==> config.mk <==
export PLATFORM = sky130hd
export DESIGN_NAME = glpe_div_cell
export DESIGN_NICKNAME = d
export VERILOG_FILES = /design/src/design/gaussian_log_prob_entropy_top_defines.svh /design/src/design/glpe_pkg.sv /design/src/design/glpe_div_cell.sv
export SDC_FILE = /design/constraint.sdc
export NUM_CORES = 1
export LEC_CHECK = 0
export CORE_AREA = 2 2 101 103
export DETAILED_ROUTE_END_ITERATION = 10
export DIE_AREA = 0 0 103 105
export DONT_BUFFER_PORTS = 1
export GPL_ROUTABILITY_DRIVEN = 0
export RECOVER_POWER = 25
export SETUP_SLACK_MARGIN = 0.15
export SYNTH_ARGS = -nofsm -noshare
export SYNTH_HDL_FRONTEND = slang
export SYNTH_SLANG_ARGS = --single-unit
==> constraint.sdc <==
create_clock -name clk -period 5.2 [get_ports clk]
set_input_delay 1.04 -clock clk [delete_from_list [all_inputs] [get_ports clk]]
set_output_delay 1.04 -clock clk [all_outputs]
set_load 0.01 [all_outputs]
==> src/design/gaussian_log_prob_entropy_top_defines.svh <==
// Assertion macros used by the block's top module.
`ifndef GAUSSIAN_LOG_PROB_ENTROPY_TOP_DEFINES_SVH
`define GAUSSIAN_LOG_PROB_ENTROPY_TOP_DEFINES_SVH

`ifndef SYNTHESIS
// Same-cycle implication
`define GLPE_ASSERT_NOW(lbl, clk, rstn, ante, cons) \
	lbl: assert property (@(posedge clk) disable iff (!(rstn)) (ante) |-> (cons)) \
		else $error("assertion failed");
// Next-cycle implication
`define GLPE_ASSERT_NEXT(lbl, clk, rstn, ante, cons) \
	lbl: assert property (@(posedge clk) disable iff (!(rstn)) (ante) |=> (cons)) \
		else $error("assertion failed");
// Implication after a fixed number of cycles
`define GLPE_ASSERT_DELAY(lbl, clk, rstn, ante, n, cons) \
	lbl: assert property (@(posedge clk) disable iff (!(rstn)) (ante) |-> ##n (cons)) \
		else $error("assertion failed");
`else
`define GLPE_ASSERT_NOW(lbl, clk, rstn, ante, cons)
`define GLPE_ASSERT_NEXT(lbl, clk, rstn, ante, cons)
`define GLPE_ASSERT_DELAY(lbl, clk, rstn, ante, n, cons)
`endif

`endif

==> src/design/glpe_pkg.sv <==
package glpe_pkg;

	// Restoring divider steps, one quotient bit per cell
	localparam int DIV_STEPS = 32;
	// Register stages in the log unit
	localparam int LOG_LAT = 6;

	// ln 2 in Q28, ln sqrt(2 pi) and 0.5 + ln sqrt(2 pi) in Q30
	localparam longint LN2_Q28 = 64'sd186065279;
	localparam longint LNSQ_Q30 = 64'sd986702737;
	localparam longint ENT_Q30 = 64'sd1523573649;

	typedef struct packed {
		logic signed [31:0] sample_value;
		logic signed [31:0] mean;
		logic signed [31:0] std_dev;
	} in_t;

	typedef struct packed {
		logic signed [31:0] log_density;
		logic signed [31:0] entropy;
		logic bad_sigma;
	} res_t;

	// Data handed from one divider cell to the next
	typedef struct packed {
		logic [30:0] rem;
		logic [31:0] w;
		logic [30:0] den;
	} div_t;

	// Log unit results: entropy and the constant part of the log density
	typedef struct packed {
		logic [31:0] ent;
		logic signed [39:0] cst;
	} lg_t;

	// Saturate to the signed 32-bit range
	function automatic logic [31:0] sat32(input logic signed [63:0] v);
		if (v > 64'sd2147483647)
			return 32'h7fff_ffff;
		if (v < -64'sd2147483648)
			return 32'h8000_0000;
		return v[31:0];
	endfunction

	// log2(1 + i / 2^tb) in Q30 by repeated squaring, elaboration only
	function automatic logic [30:0] log_entry(input int unsigned i, input int unsigned tb);
		logic [63:0] x;
		logic [30:0] r;
		r = '0;
		if (i >= (32'd1 << tb))
			return 31'h4000_0000;
		x = (64'd1 << 30) + (64'(i) << (30 - tb));
		for (int k = 1; k <= 30; k++) begin
			x = (x * x) >> 30;
			if (x >= (64'd2 << 30)) begin
				x = x >> 1;
				r[30 - k] = 1'b1;
			end
		end
		return r;
	endfunction

endpackage

==> src/design/glpe_div_cell.sv <==
module glpe_div_cell (
	input  logic           clk,
	input  glpe_pkg::div_t d,
	output glpe_pkg::div_t q
);
	import glpe_pkg::*;

	logic [31:0] r2;
	logic        ge;

	// One restoring step: bring in the next dividend bit, trial subtract
	assign r2 = {d.rem, d.w[31]};
	assign ge = r2 >= {1'b0, d.den};

	always_ff @(posedge clk) begin
		q.rem <= ge ? 31'(r2 - {1'b0, d.den}) : r2[30:0];
		q.w   <= {d.w[30:0], ge};
		q.den <= d.den;
	end

endmodule

==> impl_metrics.tcl <==
set metrics [dict create \
    cts.clk_slew.worst_paths_ns 0.10 \
    hold_viol_final 0 \
    cts_sinks 94 \
    track_usage 0.164 \
    portBuffers 0 \
    dieArea_um2 10800 \
    ir_drop_mv 0.138 \
    syn_avg_cell_area_um2 9.50 \
    synth_seq_cells 94 \
    outcome "finished clean" \
    swShare 0.313 \
    whs_endpoint "q[6]" \
    synthAdderAreaFrac 0.103 \
    syn2layout_area_growth_pct 7.71 \
    drive_gt1_frac 0.0892 \
    dr_total_vias 2837 \
    die_w_um 103 \
    tritoncts "yes" \
    grt_max_degree 34 \
    whs_path_depth 0 \
    core_um2 9640 \
    crit_buf_inv 2 \
    crit_family "compound AO/OA/AOI/OAI gates" \
    yosysWarnings 0 \
    cts_root_buf "clkbuf_8" \
    final.period_utilization 0.612 \
    synth-simple-area-share 0.122 \
    hold_buffers 0 \
    wire_per_inst_um 15.8 \
    netlist_instances 417 \
    muxShareOfSynthArea 0 \
    die_height_um 105 \
    final_max_slew_viol_count 0 \
    power_mw 1.63 \
    synth_xor_area_frac 0.0509 \
    cp-end-kind "flip-flop" \
    synth_edf_count 0 \
    ant_nets 0 \
    path_class "in2reg" \
    synth.distinct_cells 55 \
    synthMostInstantiatedCell "dfxtp_1" \
    wl_um 8860 \
    fp-row-count 36 \
    antennaDiodeCount 0 \
    cp_slowest_cell "inv_2" \
    arrival_ns 3.43 \
    cp_cell_sequence "inv_1 -> ha_1 -> fa_1 -> nor2b_1 -> o31a_1 -> o21bai_4 -> a21oi_4 -> a21o_2 -> o21ai_4 -> inv_2 -> and4_1 -> nor3_2" \
    min-delay-start "d[6]" \
    pwr-share-comb 0.187 \
    clk_path_buf_depth 2 \
    intPower_mw 1.12 \
    top_register "q" \
    antenna_found_initial 0 \
    required_ns 5.45 \
    fin_crit_ns 3.18 \
    finalSetupTns_ns 0 \
    setup_viol 0 \
    drt_iter0_drc 116 \
    ys.flop_type "dfxtp_1" \
    largest_register_ffs 94 \
    numCtsBuffers 9 \
    hold_ws_ns 0.695 \
    start_kind "input pin" \
    synth_top_family_by_area "compound AO/OA/AOI/OAI gates" \
    dp_hpwl_um 6990 \
    cap_violations 0 \
    yosysTopAreaCellShare 0.475 \
    rsz0062_at_grt "false" \
    power_switching_mw 0.509 \
    synth_compound_area_frac 0.197 \
    yosysSeqAreaShare 0.475 \
    cts_resized 0 \
    fmax_mhz 314 \
    max_stage_delay_ns 0.45 \
    viasPerCell 5.08 \
    syn_nets 544 \
    async_reset_ff_frac 0 \
    drc 0 \
    post_cts_buffers 0 \
    first_pass_iters 4 \
    powerDensity_nw_per_um2 381 \
    ios 189 \
    grt_pass1_wl_um 13700 \
    grt_pass1_vias 2824 \
    nNetsFinal 548 \
    final_cells 559 \
    synth_top_area_cell "dfxtp_1" \
    crit_fanout 31 \
    relSlewSlack 0.610 \
    clockPowerShare 0.269 \
    yosys-top-cells-count "dfxtp_1, inv_1, nor2_1" \
    h-tree-depth 3 \
    synth_area_leaders "dfxtp_1, ha_1, a21oi_1" \
    place_inst 543 \
    top_regs "q x94" \
    seqPwrFrac 0.545 \
    syn_area_um2 3960 \
    p_leak_nw 1.89 \
    hold_path_class "in2reg" \
    initial_core_util 0.411 \
    timing_worst_slew_pin_value_ns 0.585 \
    grt_overflow_total 0 \
]
==> placed cells by master (no fill, tap or decap), drive strengths merged, types with 6 or more instances in the layout <==
cell type,synthesis,final
a21o,9,9
inv,41,42
nor3,6,6
nand2,34,34
clkbuf,1,10
xor2,14,14
nor2,36,36
dfxtp,94,94
xnor2,9,9
o21ai,28,28
a21oi,42,42
ha,31,31
==> routing by layer <==
metal | track usage | routed length [µm] | vias to the layer above
met1 | 0.199 | 3740 | 1241
met2 | 0.265 | 4140 | 147
met4 | 0.0536 | 123 | 0
met3 | 0.0642 | 850 | 9
li1 | - | - | 1440
met5 | 0 | 0 | -
==> worst max-delay path by stage <==
stage                     endpoint  start  cells past startpoint
after floorplan              q[85]  d[62]                     11
after detailed placement     q[85]  d[62]                     12
after global placement       q[85]  d[62]                     12
after CTS                    q[85]  d[62]                     12
final                        q[85]  d[62]                     12
after global routing         q[85]  d[62]                     12
==> per-stage QoR <==
step	setup WS, ns	utilization	cell area (µm²)
6_report	2.02	0.443	4270
3_3_place_gp	1.70	0.424	4080
4_1_cts	2.03	0.443	4270
2_1_floorplan	2.05	-	3960
5_1_grt	1.85	0.443	4270
3_5_place_dp	1.63	0.424	4080
==> final cells by class <==
cell class / count / area [µm²]
Fill cell: 1003 / 5370
Tap cell: 133 / 166
Sequential cell: 94 / 1880
Multi-Input combinational cell: 274 / 1870
Clock buffer: 10 / 138
Clock inverter: 6 / 45.0
Inverter: 41 / 154
Timing Repair Buffer: 1 / 7.51
==> power groups by stage <==
stage | Sequential [mW] | Combinational (mW) | Clock [mW]
final | 0.886 | 0.304 | 0.437
after global routing | 0.896 | 0.347 | 0.484
after CTS | 0.889 | 0.305 | 0.457
after detailed placement | 0.905 | 0.302 | 0
after global placement | 0.906 | 0.300 | 0
after floorplan | 0.890 | 0.257 | 0
==> logic make-up after synthesis <==
group / Yosys count
and+or+nand+nor: 104
AOI/OAI and AO/OA: 115
DFF: 94
adders and majority gates: 32
xor gates and xnor gates: 23
buffers and inverters: 49
(Power assumes the default switching activity.)
